--- src/hdl/rtce_pkg.sv ---
// ----------------------------------------------------------------------------
// RTC register decode package
// Types, constants and small helper functions shared by the RTC register to
// epoch seconds converter and its channel interfaces.
// ----------------------------------------------------------------------------
package rtce_pkg;

	localparam int RAW_W   = 8;
	localparam int EPOCH_W = 33;
	localparam int YEAR_W  = 12;
	localparam int DOY_W   = 9;
	localparam int YOE_W   = 9;
	localparam int DOE_W   = 18;
	localparam int DAYS_W  = 17;
	localparam int SOD_W   = 17;

	localparam logic [YEAR_W-1:0] YEAR_MIN   = 12'd1970;
	localparam logic [YEAR_W-1:0] YEAR_MAX   = 12'd2199;
	localparam logic [YEAR_W-1:0] ERA5_START = 12'd2000;
	localparam logic [YEAR_W-1:0] ERA4_START = 12'd1600;

	// Offsets from the start of the era to the epoch, folded into one bias per era.
	localparam logic [DOE_W-1:0] ERA5_BIAS = 18'd11017;
	localparam logic [DOE_W-1:0] ERA4_BIAS = 18'd135080;

	localparam logic [SOD_W-1:0] SEC_PER_HOUR = 17'd3600;
	localparam logic [SOD_W-1:0] SEC_PER_MIN  = 17'd60;
	localparam logic [33:0]      SEC_PER_DAY  = 34'd86400;

	localparam logic [EPOCH_W-1:0] EPOCH_MAX = 33'd7258118399;

	typedef enum logic [0:0] {
		REG_BINARY_MODE = 1'b0,
		REG_HOUR24_MODE = 1'b1
	} reg_idx_t;

	typedef struct packed {
		logic binary_mode;
		logic hour24_mode;
	} cfg_t;

	typedef struct packed {
		logic [RAW_W-1:0]  sec;
		logic [RAW_W-1:0]  min;
		logic [RAW_W-1:0]  hour;
		logic              pm;
		logic              h12;
		logic [RAW_W-1:0]  day;
		logic [RAW_W-1:0]  month;
		logic [YEAR_W-1:0] year;
	} dec_t;

	function automatic logic [RAW_W-1:0] bcd_value(input logic [RAW_W-1:0] v);
		logic [RAW_W-1:0] tens;
		tens = {1'b0, v[7:4], 3'b000} + {3'b000, v[7:4], 1'b0};
		return tens + {4'b0000, v[3:0]};
	endfunction

	// Remainder by twelve for values below 128, via a reciprocal multiply.
	function automatic logic [3:0] mod12(input logic [6:0] h);
		logic [14:0] p;
		logic [6:0]  r;
		p = 15'(h) * 15'd171;
		r = h - 7'(p[14:11]) * 7'd12;
		return r[3:0];
	endfunction

	// Day of the March-based year on which the given month starts.
	function automatic logic [DOY_W-1:0] month_offset(input logic [RAW_W-1:0] month);
		logic [DOY_W-1:0] off;
		case (month)
			8'd3:    off = 9'd0;
			8'd4:    off = 9'd31;
			8'd5:    off = 9'd61;
			8'd6:    off = 9'd92;
			8'd7:    off = 9'd122;
			8'd8:    off = 9'd153;
			8'd9:    off = 9'd184;
			8'd10:   off = 9'd214;
			8'd11:   off = 9'd245;
			8'd12:   off = 9'd275;
			8'd1:    off = 9'd306;
			8'd2:    off = 9'd337;
			default: off = 9'd0;
		endcase
		return off;
	endfunction

endpackage

--- src/hdl/rtce_if.sv ---
// ----------------------------------------------------------------------------
// RTC converter channels
// Valid/ready channels for the raw register snapshot and the epoch result.
// ----------------------------------------------------------------------------
interface rtce_snap_if import rtce_pkg::*; ();
	logic             valid;
	logic             ready;
	logic [RAW_W-1:0] raw_seconds;
	logic [RAW_W-1:0] raw_minutes;
	logic [RAW_W-1:0] raw_hours;
	logic [RAW_W-1:0] raw_day;
	logic [RAW_W-1:0] raw_month;
	logic [RAW_W-1:0] raw_year;
	logic [RAW_W-1:0] raw_century;

	modport source (
		output valid, raw_seconds, raw_minutes, raw_hours, raw_day, raw_month,
		       raw_year, raw_century,
		input  ready
	);
	modport sink (
		input  valid, raw_seconds, raw_minutes, raw_hours, raw_day, raw_month,
		       raw_year, raw_century,
		output ready
	);
endinterface

interface rtce_epoch_if import rtce_pkg::*; ();
	logic               valid;
	logic               ready;
	logic [EPOCH_W-1:0] epoch_seconds;
	logic               date_valid;

	modport source (output valid, epoch_seconds, date_valid, input ready);
	modport sink (input valid, epoch_seconds, date_valid, output ready);
endinterface

--- src/hdl/rtce_decode.sv ---
// ----------------------------------------------------------------------------
// RTC field decode
// Turns raw register bytes into binary field values and a four-digit year.
// ----------------------------------------------------------------------------
module rtce_decode import rtce_pkg::*; (
	input  cfg_t             cfg,
	input  logic [RAW_W-1:0] raw_seconds,
	input  logic [RAW_W-1:0] raw_minutes,
	input  logic [RAW_W-1:0] raw_hours,
	input  logic [RAW_W-1:0] raw_day,
	input  logic [RAW_W-1:0] raw_month,
	input  logic [RAW_W-1:0] raw_year,
	input  logic [RAW_W-1:0] raw_century,
	output dec_t             dec
);

	logic [RAW_W-1:0] hour_byte;
	logic [RAW_W-1:0] year2;
	logic [RAW_W-1:0] cent;

	always_comb begin
		// In 12-hour mode the PM flag is stripped before the hour is decoded.
		hour_byte = cfg.hour24_mode ? raw_hours : {1'b0, raw_hours[6:0]};
		dec.pm    = raw_hours[7];
		dec.h12   = !cfg.hour24_mode;
		if (cfg.binary_mode) begin
			dec.sec   = raw_seconds;
			dec.min   = raw_minutes;
			dec.hour  = hour_byte;
			dec.day   = raw_day;
			dec.month = raw_month;
			year2     = raw_year;
			cent      = raw_century;
		end else begin
			dec.sec   = bcd_value(raw_seconds);
			dec.min   = bcd_value(raw_minutes);
			dec.hour  = bcd_value(hour_byte);
			dec.day   = bcd_value(raw_day);
			dec.month = bcd_value(raw_month);
			year2     = bcd_value(raw_year);
			cent      = bcd_value(raw_century);
		end
		if (cent >= 8'd19 && cent <= 8'd21) begin
			dec.year = 12'(cent) * 12'd100 + 12'(year2);
		end else if (year2 < 8'd70) begin
			dec.year = 12'd2000 + 12'(year2);
		end else begin
			dec.year = 12'd1900 + 12'(year2);
		end
	end

endmodule

--- src/hdl/rtc_registers_to_epoch_seconds.sv ---
// ----------------------------------------------------------------------------
// RTC registers to epoch seconds
// Converts a snapshot of clock-chip date and time registers into Unix seconds.
// ----------------------------------------------------------------------------
// The converter takes one snapshot per clock cycle while snap.ready is high
// and returns its result through an output register after four pipeline
// stages (field decode, range check and calendar split, day count, and the
// multiply by the length of a day). A stall on the result side holds each
// stage only while the stage after it is full, so empty stages keep filling.
// Dates failing the range check give a zero epoch with date_valid low. The
// mode registers should only be written while no snapshot is in flight.
module rtc_registers_to_epoch_seconds import rtce_pkg::*; (
	input  logic              clk,
	input  logic              arst_n,
	input  logic              psel,
	input  logic              penable,
	input  logic              pwrite,
	input  logic [2:0]        paddr,
	input  logic [31:0]       pwdata,
	output logic [31:0]       prdata,
	output logic              pready,
	rtce_snap_if.sink         snap,
	rtce_epoch_if.source      result
);

	cfg_t     cfg_q;
	reg_idx_t reg_idx;

	dec_t dec;
	dec_t dec_s1;
	logic v_s1, v_s2, v_s3, v_s4;
	logic rdy1, rdy2, rdy3, rdy4;

	logic [YEAR_W-1:0] year_adj;
	logic [YEAR_W-1:0] yoe_wide;
	logic [4:0]        hour_fix;
	logic              era5;
	logic              range_ok;

	logic              ok_s2;
	logic [4:0]        hour_s2;
	logic [5:0]        min_s2;
	logic [5:0]        sec_s2;
	logic              era5_s2;
	logic [YOE_W-1:0]  yoe_s2;
	logic [DOY_W-1:0]  doy_s2;

	logic [14:0]       div100_p;
	logic [DOE_W-1:0]  doe;
	logic [DOE_W-1:0]  days_w;
	logic [SOD_W-1:0]  sod;

	logic              ok_s3;
	logic [DAYS_W-1:0] days_s3;
	logic [SOD_W-1:0]  sod_s3;

	logic [33:0]        day_prod;
	logic [EPOCH_W-1:0] epoch_s4;
	logic               ok_s4;

	// Configuration registers.
	assign pready  = 1'b1;
	assign reg_idx = reg_idx_t'(paddr[2]);

	always_ff @(posedge clk or negedge arst_n) begin
		if (!arst_n) begin
			cfg_q.binary_mode <= 1'b0;
			cfg_q.hour24_mode <= 1'b1;
		end else if (psel && penable && pwrite) begin
			unique case (reg_idx)
				REG_BINARY_MODE: cfg_q.binary_mode <= pwdata[0];
				REG_HOUR24_MODE: cfg_q.hour24_mode <= pwdata[0];
				default: ;
			endcase
		end
	end

	always_comb begin
		unique case (reg_idx)
			REG_BINARY_MODE: prdata = {31'b0, cfg_q.binary_mode};
			REG_HOUR24_MODE: prdata = {31'b0, cfg_q.hour24_mode};
			default:         prdata = '0;
		endcase
	end

	// Pipeline flow control.
	assign rdy4       = !v_s4 || result.ready;
	assign rdy3       = !v_s3 || rdy4;
	assign rdy2       = !v_s2 || rdy3;
	assign rdy1       = !v_s1 || rdy2;
	assign snap.ready = rdy1;

	always_ff @(posedge clk or negedge arst_n) begin
		if (!arst_n) begin
			v_s1 <= 1'b0;
			v_s2 <= 1'b0;
			v_s3 <= 1'b0;
			v_s4 <= 1'b0;
		end else begin
			if (rdy1) begin
				v_s1 <= snap.valid;
			end
			if (rdy2) begin
				v_s2 <= v_s1;
			end
			if (rdy3) begin
				v_s3 <= v_s2;
			end
			if (rdy4) begin
				v_s4 <= v_s3;
			end
		end
	end

	// Stage 1: field decode.
	rtce_decode u_decode (
		.cfg         (cfg_q),
		.raw_seconds (snap.raw_seconds),
		.raw_minutes (snap.raw_minutes),
		.raw_hours   (snap.raw_hours),
		.raw_day     (snap.raw_day),
		.raw_month   (snap.raw_month),
		.raw_year    (snap.raw_year),
		.raw_century (snap.raw_century),
		.dec         (dec)
	);

	always_ff @(posedge clk) begin
		if (rdy1 && snap.valid) begin
			dec_s1 <= dec;
		end
	end

	// Stage 2: hour fix-up, range checks and the split of the year into era
	// and year of era, counted from March.
	always_comb begin
		if (dec_s1.h12) begin
			hour_fix = 5'(mod12(dec_s1.hour[6:0])) + (dec_s1.pm ? 5'd12 : 5'd0);
		end else begin
			hour_fix = dec_s1.hour[4:0];
		end
		range_ok = dec_s1.sec <= 8'd59 && dec_s1.min <= 8'd59 &&
		           (dec_s1.h12 || dec_s1.hour <= 8'd23) &&
		           dec_s1.day >= 8'd1 && dec_s1.day <= 8'd31 &&
		           dec_s1.month >= 8'd1 && dec_s1.month <= 8'd12 &&
		           dec_s1.year >= YEAR_MIN && dec_s1.year <= YEAR_MAX;
		year_adj = dec_s1.year - ((dec_s1.month <= 8'd2) ? 12'd1 : 12'd0);
		era5     = year_adj >= ERA5_START;
		yoe_wide = year_adj - (era5 ? ERA5_START : ERA4_START);
	end

	always_ff @(posedge clk) begin
		if (rdy2 && v_s1) begin
			ok_s2   <= range_ok;
			hour_s2 <= hour_fix;
			min_s2  <= dec_s1.min[5:0];
			sec_s2  <= dec_s1.sec[5:0];
			era5_s2 <= era5;
			yoe_s2  <= yoe_wide[YOE_W-1:0];
			doy_s2  <= month_offset(dec_s1.month) + 9'(dec_s1.day) - 9'd1;
		end
	end

	// Stage 3: day count from the epoch and seconds of the day.
	always_comb begin
		div100_p = 15'(yoe_s2) * 15'd41;
		doe      = 18'(yoe_s2) * 18'd365 + 18'(yoe_s2[YOE_W-1:2]) -
		           18'(div100_p[14:12]) + 18'(doy_s2);
		days_w   = era5_s2 ? doe + ERA5_BIAS : doe - ERA4_BIAS;
		sod      = 17'(hour_s2) * SEC_PER_HOUR + 17'(min_s2) * SEC_PER_MIN +
		           17'(sec_s2);
	end

	always_ff @(posedge clk) begin
		if (rdy3 && v_s2) begin
			ok_s3   <= ok_s2;
			days_s3 <= days_w[DAYS_W-1:0];
			sod_s3  <= sod;
		end
	end

	// Stage 4: days times the length of a day, plus the time of day.
	assign day_prod = 34'(days_s3) * SEC_PER_DAY;

	always_ff @(posedge clk) begin
		if (rdy4 && v_s3) begin
			ok_s4    <= ok_s3;
			epoch_s4 <= ok_s3 ? day_prod[EPOCH_W-1:0] + 33'(sod_s3) : '0;
		end
	end

	assign result.valid         = v_s4;
	assign result.epoch_seconds = epoch_s4;
	assign result.date_valid    = ok_s4;

	// An invalid date always comes out as zero seconds.
	a_invalid_zero: assert property (@(posedge clk) disable iff (!arst_n)
		result.valid && !result.date_valid |-> result.epoch_seconds == '0)
		else $error("invalid date with nonzero epoch");

	// A valid date never lies beyond the end of 2199.
	a_epoch_bound: assert property (@(posedge clk) disable iff (!arst_n)
		result.valid && result.date_valid |-> result.epoch_seconds <= EPOCH_MAX)
		else $error("epoch beyond supported range");

	// The input is held off only when every stage holds an item.
	a_full_stall: assert property (@(posedge clk) disable iff (!arst_n)
		!snap.ready |-> v_s1 && v_s2 && v_s3 && v_s4)
		else $error("input stalled with an empty stage");

	// An item held in the last stage stays there until it is taken.
	a_hold_s4: assert property (@(posedge clk) disable iff (!arst_n)
		v_s4 && !result.ready |=> v_s4 && $stable(epoch_s4) && $stable(ok_s4))
		else $error("stalled result lost or changed");

endmodule
--- src/flat_wrapper.sv ---
// flat-port wrapper written by rule: the top's interface ports become plain ports
module rtc_registers_to_epoch_seconds_flat import rtce_pkg::*;
  (clk, arst_n, psel, penable, pwrite, paddr, pwdata, prdata, pready, snap_valid, snap_raw_seconds, snap_raw_minutes, snap_raw_hours, snap_raw_day, snap_raw_month, snap_raw_year, snap_raw_century, snap_ready, result_valid, result_epoch_seconds, result_date_valid, result_ready);
  rtce_snap_if snap_i ();
  rtce_epoch_if result_i ();
  input  logic clk;
  input  logic arst_n;
  input  logic psel;
  input  logic penable;
  input  logic pwrite;
  input  logic [2:0] paddr;
  input  logic [31:0] pwdata;
  output logic [31:0] prdata;
  output logic pready;
  input wire logic [$bits(snap_i.valid)-1:0] snap_valid;
  input wire logic [$bits(snap_i.raw_seconds)-1:0] snap_raw_seconds;
  input wire logic [$bits(snap_i.raw_minutes)-1:0] snap_raw_minutes;
  input wire logic [$bits(snap_i.raw_hours)-1:0] snap_raw_hours;
  input wire logic [$bits(snap_i.raw_day)-1:0] snap_raw_day;
  input wire logic [$bits(snap_i.raw_month)-1:0] snap_raw_month;
  input wire logic [$bits(snap_i.raw_year)-1:0] snap_raw_year;
  input wire logic [$bits(snap_i.raw_century)-1:0] snap_raw_century;
  output wire logic [$bits(snap_i.ready)-1:0] snap_ready;
  output wire logic [$bits(result_i.valid)-1:0] result_valid;
  output wire logic [$bits(result_i.epoch_seconds)-1:0] result_epoch_seconds;
  output wire logic [$bits(result_i.date_valid)-1:0] result_date_valid;
  input wire logic [$bits(result_i.ready)-1:0] result_ready;
  assign snap_i.valid = snap_valid;
  assign snap_i.raw_seconds = snap_raw_seconds;
  assign snap_i.raw_minutes = snap_raw_minutes;
  assign snap_i.raw_hours = snap_raw_hours;
  assign snap_i.raw_day = snap_raw_day;
  assign snap_i.raw_month = snap_raw_month;
  assign snap_i.raw_year = snap_raw_year;
  assign snap_i.raw_century = snap_raw_century;
  assign snap_ready = snap_i.ready;
  assign result_valid = result_i.valid;
  assign result_epoch_seconds = result_i.epoch_seconds;
  assign result_date_valid = result_i.date_valid;
  assign result_i.ready = result_ready;
  rtc_registers_to_epoch_seconds u_core (.clk(clk), .arst_n(arst_n), .psel(psel), .penable(penable), .pwrite(pwrite), .paddr(paddr), .pwdata(pwdata), .prdata(prdata), .pready(pready), .snap(snap_i), .result(result_i));
endmodule
--- config.mk ---
export PLATFORM = sky130hd
export DESIGN_NAME = rtc_registers_to_epoch_seconds_flat
export DESIGN_NICKNAME = d
export VERILOG_FILES = /design/src/hdl/rtce_pkg.sv /design/src/hdl/rtce_if.sv /design/src/hdl/rtce_decode.sv /design/src/hdl/rtc_registers_to_epoch_seconds.sv /design/src/flat_wrapper.sv
export SDC_FILE = /design/constraint.sdc
export NUM_CORES = 1
export LEC_CHECK = 0
export BUFFER_PORTS_ARGS = -buffer_cell sky130_fd_sc_hd__buf_2
export CAP_MARGIN = 30
export CORE_MARGIN = 8
export CORE_UTILIZATION = 31
export CTS_CLUSTER_DIAMETER = 120
export DETAILED_ROUTE_END_ITERATION = 10
export PLACE_DENSITY_LB_ADDON = 0.1
export REMOVE_ABC_BUFFERS = 1
export SKIP_LAST_GASP = 1
export SYNTH_ARGS = -nofsm -noshare
export SYNTH_HDL_FRONTEND = slang
export SYNTH_HIERARCHICAL = 1
export SYNTH_SLANG_ARGS = --single-unit
--- constraint.sdc ---
create_clock -name clk -period 16.1 [get_ports clk]
set_input_delay 3.22 -clock clk [delete_from_list [all_inputs] [get_ports clk]]
set_output_delay 3.22 -clock clk [all_outputs]
set_load 0.005 [all_outputs]
=== Word level (Yosys, flattened, before mapping) ===
Memories as Yosys holds them, arrays and structs flattened. A register that Yosys moved wholly into a read port is not among the register bits.
Index checks and enable logic that the tools add are counted.
W data, S select, Z words.

* Add/sub/neg operators: 31
* $mul: 8
* Divide/modulo/power cells: 0
* Magnitude comparators: 14
* Eq/ne operators: 0
* Shift-type cells: 0
* Multiplexer cells: 16
* Bitwise logic cells: 1
* Reductions and logical operators: 28

{| class="wikitable"
|+ Operators with widths
! operator !! number
|-
| $pmux W32 S2 || 1
|-
| $add A7 B5 Y8 || 7
|-
| $add A8 B4 Y8 || 7
|-
| $add A33 B17 Y33 || 1
|-
| $mux W9 || 3
|-
| $mul A17 B10 Y26 const B || 1
|-
| $add A11 B8 Y12 const A || 2
|-
| $ge A12 B11 Y1 const B || 2
|-
| $le A8 B5 Y1 const B || 3
|-
| $mux W12 || 2
|-
| $mux W24 || 1
|-
| $mux W8 || 3
|-
| $add A17 B12 Y17 || 1
|-
| $add A17 B14 Y17 const B || 1
|-
| $add A17 B6 Y17 || 1
|-
| $add A17 B7 Y17 || 1
|-
| $add A17 B9 Y17 || 1
|-
| $mul A9 B9 Y17 const B || 1
|-
| $mux W17 || 1
|-
| $sub A17 B12 Y17 const B || 1
|-
| $sub A17 B3 Y17 || 1
|-
| $ge A8 B1 Y1 const B || 2
|-
| $le A8 B6 Y1 const B || 2
|-
| $mux W16 || 1
|-
| 27 further kinds || 51
|}

* Register bits after elaboration: 166
* Bits in latches: 0
* Bits in writable memories: 0
* Memory bits (read-only): 144
* Input bits: 98
* Logic and storage cells: 125
* Memories: 1

{| class="wikitable"
|+ Memories
! memory !! depth !! width !! rd ports !! clocked after memory_dff !! write ports !! RTL line !! text
|-
| (no name shown) || 16 || 9 || 1 || 1 || 0 || rtce_pkg.sv:71 || <nowiki>case (month)</nowiki>
|}

=== Logic depth before layout (Yosys ltp) ===
Gate-level depths: netlist (run 1).

* Depth in word-level cells: 9
* Gate-level depth with buffers: 34
* Mapped depth without buffers: 34

=== Hierarchy ===
The synthesis (run 1) kept the hierarchy.

{| class="wikitable"
|+ By module, submodules not included
! module !! times used !! cells an instance !! area an instance (um2) !! sequential area each (um2)
|-
| rtc_registers_to_epoch_seconds || 1 || 1,615 || 17,040.1 || 5,136.2
|-
| rtce_decode || 1 || 380 || 3,270.6 || 0.0
|}

=== Least setup slack after synthesis (run 1) ===
No wires, ideal clock.

* Kind: register to register
* From: register u_core.yoe_s2[3]
* To: register u_core.days_s3[15], data pin
* Setup time: 0.263 ns
* Arrival time: 7.259 ns
* Required time: 15.837 ns
* Slack: 8.578 ns
* Cell stages (with the launch flop): 33
* Buffers on the path: 0
* Cell sequence: edfxtp_1 ha_1 inv_1 fa_1 inv_1 ha_1 ha_1 a31o_2 a21o_1 a21o_1 a21o_1 a21o_1 a21oi_1 xnor2_1 ha_1 inv_1 fa_1 inv_1 ha_1 inv_1 fa_1 inv_1 ha_1 fa_1 a211oi_2 o21bai_1 a21oi_2 xor2_1 or3_1 nor2_1 a2111oi_0 a2bb2oi_1 xnor2_1

* Longest elaborated chain between the ends: 6
* Elaborated cells on any way between the ends: 8
* Those cells by class: add/sub: 5; mul: 2; mux: 1

{| class="wikitable"
|+ RTL lines
! item !! RTL line !! text
|-
| start: declaration || rtc_registers_to_epoch_seconds.sv:45 || <nowiki>logic [YOE_W-1:0] yoe_s2;</nowiki>
|-
| start signal: assignment || rtc_registers_to_epoch_seconds.sv:159 || <nowiki>yoe_s2 <= yoe_wide[YOE_W-1:0];</nowiki>
|-
| $mul A9 B9 Y17 || rtc_registers_to_epoch_seconds.sv:167 || <nowiki>doe = 18'(yoe_s2) * 18'd365 + 18'(yoe_s2[YOE_W-1:2]) -</nowiki>
|-
| $add A17 B7 Y17 || rtc_registers_to_epoch_seconds.sv:167 ||
|-
| $sub A17 B3 Y17 * || rtc_registers_to_epoch_seconds.sv:167 ||
|-
| $add A17 B9 Y17 * || rtc_registers_to_epoch_seconds.sv:168 || <nowiki>18'(div100_p[14:12]) + 18'(doy_s2);</nowiki>
|-
| $sub A17 B12 Y17 / $add A17 B14 Y17 (equally long branches) || rtc_registers_to_epoch_seconds.sv:169 || <nowiki>days_w = era5_s2 ? doe + ERA5_BIAS : doe - ERA4_BIAS;</nowiki>
|-
| $mux W17 * || rtc_registers_to_epoch_seconds.sv:169 ||
|-
| via u_core.days_w[15] || rtc_registers_to_epoch_seconds.sv:50 || <nowiki>logic [DOE_W-1:0] days_w;</nowiki>
|-
| end signal: assignment || rtc_registers_to_epoch_seconds.sv:177 || <nowiki>days_s3 <= days_w[DAYS_W-1:0];</nowiki>
|-
| end: declaration || rtc_registers_to_epoch_seconds.sv:54 || <nowiki>logic [DAYS_W-1:0] days_s3;</nowiki>
|}

The timed path passes the listed nets; every way through them passes the cells marked *.
A chain may end at the register's enable or synchronous reset.

=== Worst setup path after layout (run 1) ===
Same ends and word-level chain as after synthesis.

==> results of run 1 <==
-- per-layer routing --
metal  wire [um]  up-vias  share of wire  GRT usage
met5          13        -        0.00031          0
met1       20600     6422           0.49      0.154
met3        1540       26          0.036     0.0258
met2       19600      145           0.46      0.195
met4         417        2         0.0099     0.0242
li1            -     6947              -          -
-- metrics by stage --
| stage | worst slack [ns] | std cells | area (um2) | hold WS (ns) |
|---|---|---|---|---|
| floorplan | 8.58 | 1961 | 20000 | 0.400 |
| global placement | 7.80 | 2932 | 21600 | 0.408 |
| detailed placement | 7.79 | 2934 | 21700 | 0.407 |
| CTS | 7.77 | 2965 | 22200 | 0.424 |
| global route | 7.28 | 2965 | 22200 | 0.437 |
| finish | 7.87 | 2965 | 22200 | 0.419 |
-- flip-flops by register name (all words and copies together) (netlist names), named ones only --
register,cells
u_core/v_s1,1
u_core/hour_s2,5
u_core/v_s3,1
u_core/yoe_s2,9
u_core/days_s3,17
u_core/dec_s1,54
u_core/ok_s2,1
u_core/cfg_q,2
u_core/result.epoch_seconds,33
u_core/doy_s2,9
u_core/result.valid,1
u_core/result.date_valid,1
u_core/ok_s3,1
u_core/era5_s2,1
u_core/min_s2,6
u_core/sod_s3,17
u_core/v_s2,1
u_core/sec_s2,6
-- worst paths after layout --
kind / slack [ns] / endpoint / cells after the start
hold reg to reg: 0.42 / u_core/sod_s3[0] / 0
max in group asynchronous: 13.27 / u_core/cfg_q[0] / 1
hold / removal: 0.42 / u_core/sod_s3[0] / 0
setup reg to reg: 7.87 / u_core/days_s3[15] / 32
setup / recovery: 7.87 / u_core/days_s3[15] / 32
min in group asynchronous: 2.58 / u_core/result.valid / 1
-- cell families after synthesis --
kind of cell	count (synthesis)
adders and majority gates	508
DFF	175
other	2
AOI/OAI and AO/OA	342
xor gates and xnor gates	152
muxes	41
and+or+nand+nor	357
buffers and inverters	418
-- cell usage after synthesis (all sizes together), types with 16 or more instances --
master | n | area [um2]
xnor2 | 102 | 912
buf | 51 | 382
and2 | 26 | 166
edfxtp | 160 | 4800
mux2 | 25 | 282
a211oi | 17 | 163
nor3 | 29 | 150
o21ai | 67 | 358
ha | 378 | 4730
nand3 | 27 | 135
nor2b | 20 | 125
mux2i | 16 | 160
o21bai | 22 | 169
a21o | 49 | 369
a21oi | 94 | 489
xor2 | 49 | 444
nand4 | 16 | 115
fa | 130 | 2600
inv | 354 | 1330
nand2 | 83 | 314
nor2 | 84 | 323
-- worst max-delay path, delay by kind of cell (launching register included) --
family | cells | cell delay [ns]
compound gates | 11 | 2.41
simple gates | 2 | 0.26
flops | 1 | 0.65
fa+ha+maj | 10 | 3.65
buf+inv | 6 | 0.30
xor+xnor | 3 | 0.74
-- cell type report --
type	instances	share of cell area
clock buffers	19	0.0195
clock inverters	12	0.00401
inverters	354	0.0599
multi-input cells	1432	0.610
flip-flops and latches	175	0.232
well taps	864	0.0488
repair buffers	109	0.0259
==> flow_summary.json, run 1 <==
{
  "outcome": "completed",
  "die_x_um": 272,
  "setup_viol_count_final": 0,
  "tns_ns": 0,
  "drc": 0,
  "grt_pass1_wl_mm": 71.4,
  "root_buffer": "clkbuf_16",
  "cp_data_required_time_ns": 16.33,
  "synthCells": 1995,
  "hold_buffers": 0,
  "synth_area_um2": 20300,
  "finalCoreUtilization": 0.340,
  "io_buffers": 101,
  "wl_per_cell_um": 14.2,
  "htree_levels": 4,
  "yosysWarnings": 6,
  "viasPerCell": 4.57,
  "detail-route-antenna-nets": 0,
  "numCtsBuffers": 17,
  "hpwl_mm": 35.8,
  "diodes": 0,
  "synthMuxAreaShare": 0.0217,
  "groute.usage.overall": 0.117,
  "hold_viol": 0,
  "fin_worst_skew_ns": 0.0185,
  "min_path_type": "flop to flop",
  "post-cts-setup-buffers": 0,
  "rr_startpoint": "u_core/yoe_s2[3]",
  "die_h_um": 272,
  "multiInputGateArea_um2": 13500,
  "routabilityCongestion": 0.799,
  "totalWireLength_mm": 42.2,
  "crit_fanout": 10,
  "synth-main-ff-cell": "edfxtp_1",
  "drive_above_1_share": 0.104,
  "grt_pass1_vias": 14200,
  "cts_tree": "yes",
  "yosys.area_share.simple": 0.0922,
  "final_common_cell": "ha_1",
  "seq_area_um2": 5140,
  "fillCellCount": 6731,
  "cts-resized-gates": 0,
  "critPathKind": "flop to flop",
  "fmax_ghz": 0.121,
  "maxCapViolations": 0,
  "die-area_um2": 74000,
  "max_slew_margin": 0.424,
  "critPathSlowestCell": "edfxtp_1",
  "avgSynthCellArea_um2": 10.2,
  "arrival_ns": 8.46,
  "tightest_slew_ns": 0.864,
  "min_period_ns": 8.23,
  "grt_overflow": 0,
  "core-area_um2": 65300,
  "synth_cell_type_count": 100,
  "cts.sinks": 175,
  "crit_start": "u_core/yoe_s2[3]",
  "grt_setup_unrepaired": "false",
  "layout_common_cells": "ha_1, inv_1, edfxtp_1",
  "synthArstFlopShare": 0.0343,
  "nets": 2695,
  "synth_top_family_by_area": "adder cells",
  "finalCritPeriodShare": 0.511,
  "synthAdderAreaFrac": 0.361,
  "yosysSeqAreaShare": 0.253,
  "start_kind": "flop",
  "rows": 94,
  "cts_buffer_depth": 2,
  "synth-edff-count": 160,
  "synth_compound_area_frac": 0.117,
  "grt_max_degree": 52,
  "max_stage_delay_ns": 0.65,
  "slew_viol_final": 0,
  "start_util": 0.311,
  "antenna_found_initial": 2,
  "hp-start": "u_core/sec_s2[0]",
  "areaGrowthSynthToFinish_pct": 9.18,
  "clk_latency_ns": 0.48,
  "path_clk_slew_ns": 0.08,
  "ys_ff_latch": 175,
  "synth_xor_area_frac": 0.0679,
  "endpoint_kind": "flop",
  "dr.pass1.iters": 4,
  "num_vias": 13500,
  "ios": 167,
  "drt_iter0_markers": 407
}
Power of run 1 is left out: the tool's default activity adds up to more than one toggle a clock period on the data nets, which glitch-free logic cannot reach.
==> run 2: changes to the inputs <==
clock period = 7.3 ns   (was 16.1 ns; I/O delays follow)
==> flow_summary.json, run 2 (same netlist as run 1, synthesis figures left out) <==
{
  "max_slew_margin": 0.408,
  "outcome": "completed",
  "viasPerCell": 4.53,
  "arrival_ns": 7.48,
  "htree_levels": 4,
  "drt_iter0_markers": 455,
  "antenna_found_initial": 3,
  "die_h_um": 272,
  "endpoint_kind": "flop",
  "rows": 94,
  "cp_data_required_time_ns": 7.53,
  "root_buffer": "clkbuf_16",
  "cts_tree": "yes",
  "maxCapViolations": 0,
  "dr.pass1.iters": 4,
  "nets": 2752,
  "critPathKind": "flop to flop",
  "num_vias": 13700,
  "fmax_ghz": 0.138,
  "cts.sinks": 175,
  "layout_common_cells": "ha_1, inv_1, edfxtp_1",
  "grt_pass1_wl_mm": 72.7,
  "max_stage_delay_ns": 0.56,
  "grt_overflow": 0,
  "diodes": 0,
  "core-area_um2": 65300,
  "die-area_um2": 74000,
  "path_delay_family": "adder cells",
  "min_path_type": "flop to flop",
  "ios": 167,
  "start_util": 0.311,
  "tns_ns": 0,
  "areaGrowthSynthToFinish_pct": 12.7,
  "groute.usage.overall": 0.119,
  "totalWireLength_mm": 43.2,
  "clk_latency_ns": 0.49,
  "multiInputGateArea_um2": 13700,
  "grt_setup_unrepaired": "true",
  "critPathSlowestCell": "fa_1",
  "wl_per_cell_um": 14.3,
  "cts_buffer_depth": 2,
  "fin_worst_skew_ns": 0.0213,
  "largest_register_ffs": 54,
  "numCtsBuffers": 17,
  "grt_max_degree": 69,
  "min_period_ns": 7.25,
  "hold_ws_ns": 0.426,
  "seq_area_um2": 5140,
  "critPathMostFrequentCell": "a21o_1",
  "regMostFlops": "u_core/dec_s1",
  "path_buf_inv": 6,
  "path_clk_slew_ns": 0.08,
  "io_buffers": 101,
  "grt_pass1_vias": 14400,
  "final_common_cell": "ha_1",
  "routabilityCongestion": 0.800,
  "die_x_um": 272,
  "fillCellCount": 6681,
  "tightest_slew_ns": 0.865,
  "finalCritPeriodShare": 0.993,
  "reg.largest.list": "u_core/dec_s1 (54), u_core/result.epoch_seconds (33)",
  "slew_viol_final": 0,
  "crit_fanout": 3,
  "setup_viol_count_final": 0,
  "hpwl_mm": 36.6,
  "drc": 0,
  "detail-route-antenna-nets": 0,
  "start_kind": "flop",
  "hold_buffers": 0,
  "drive_above_1_share": 0.145,
  "hold_viol": 0
}
[run 2: path summary, 6_finish.rpt]
kind,endpoint,depth (start not counted),startpoint,slack [ns]
setup / recovery,u_core/days_s3[16],32,u_core/yoe_s2[3],0.05
hold / removal,u_core/sod_s3[0],0,u_core/sec_s2[0],0.43
setup reg to reg,u_core/days_s3[16],32,u_core/yoe_s2[3],0.05
hold reg to reg,u_core/sod_s3[0],0,u_core/sec_s2[0],0.43
max in group asynchronous,u_core/cfg_q[0],1,arst_n,6.24
min in group asynchronous,u_core/v_s1,1,arst_n,0.81
[run 2: metal layers]
metal,share of wire,track usage,vias to the layer above
met5,0.00030,0,-
met4,0.013,0.0314,2
met3,0.032,0.0231,29
met2,0.47,0.203,131
met1,0.48,0.154,6469
li1,-,-,7050
[run 2: worst reg2reg max path: cells and delay by family, from the launching register on]
kind                     cells  cell delay (ns)
adder cells (fa/ha/maj)      9             3.16
buffers and inverters        6             0.45
AO/OA/AOI/OAI               13             2.42
XOR/XNOR                     2             0.26
flip-flops                   1             0.39
AND/OR/NAND/NOR              2             0.36
[run 2: layout make-up]
class / count / share of cell area
clock buffers: 19 / 0.0189
clock inverters: 13 / 0.00760
inverters: 354 / 0.0581
multi-input cells: 1432 / 0.600
flip-flops and latches: 175 / 0.224
well taps: 864 / 0.0472
repair buffers: 166 / 0.0441
[run 2: stage by stage]
step	setup slack [ns]	instance area, um2	utilization	cells
detailed placement	-0.363	22000	0.338	2985
finish	0.0503	22900	0.351	3023
global route	-0.330	22900	0.351	3023
global placement	-0.388	22000	0.337	2984
CTS	0.0124	22800	0.349	3020
floorplan	-0.222	20000	-	1961
[run 2: what timing repair did]
action / in CTS / in global routing
setup endpoints to repair: 9 / 7
buffers inserted: 3 / 3
pin swaps: 33 / 26
gates cloned: 0 / 0
resized for setup: 24 / 19
Power of run 2 is left out for the same reason.
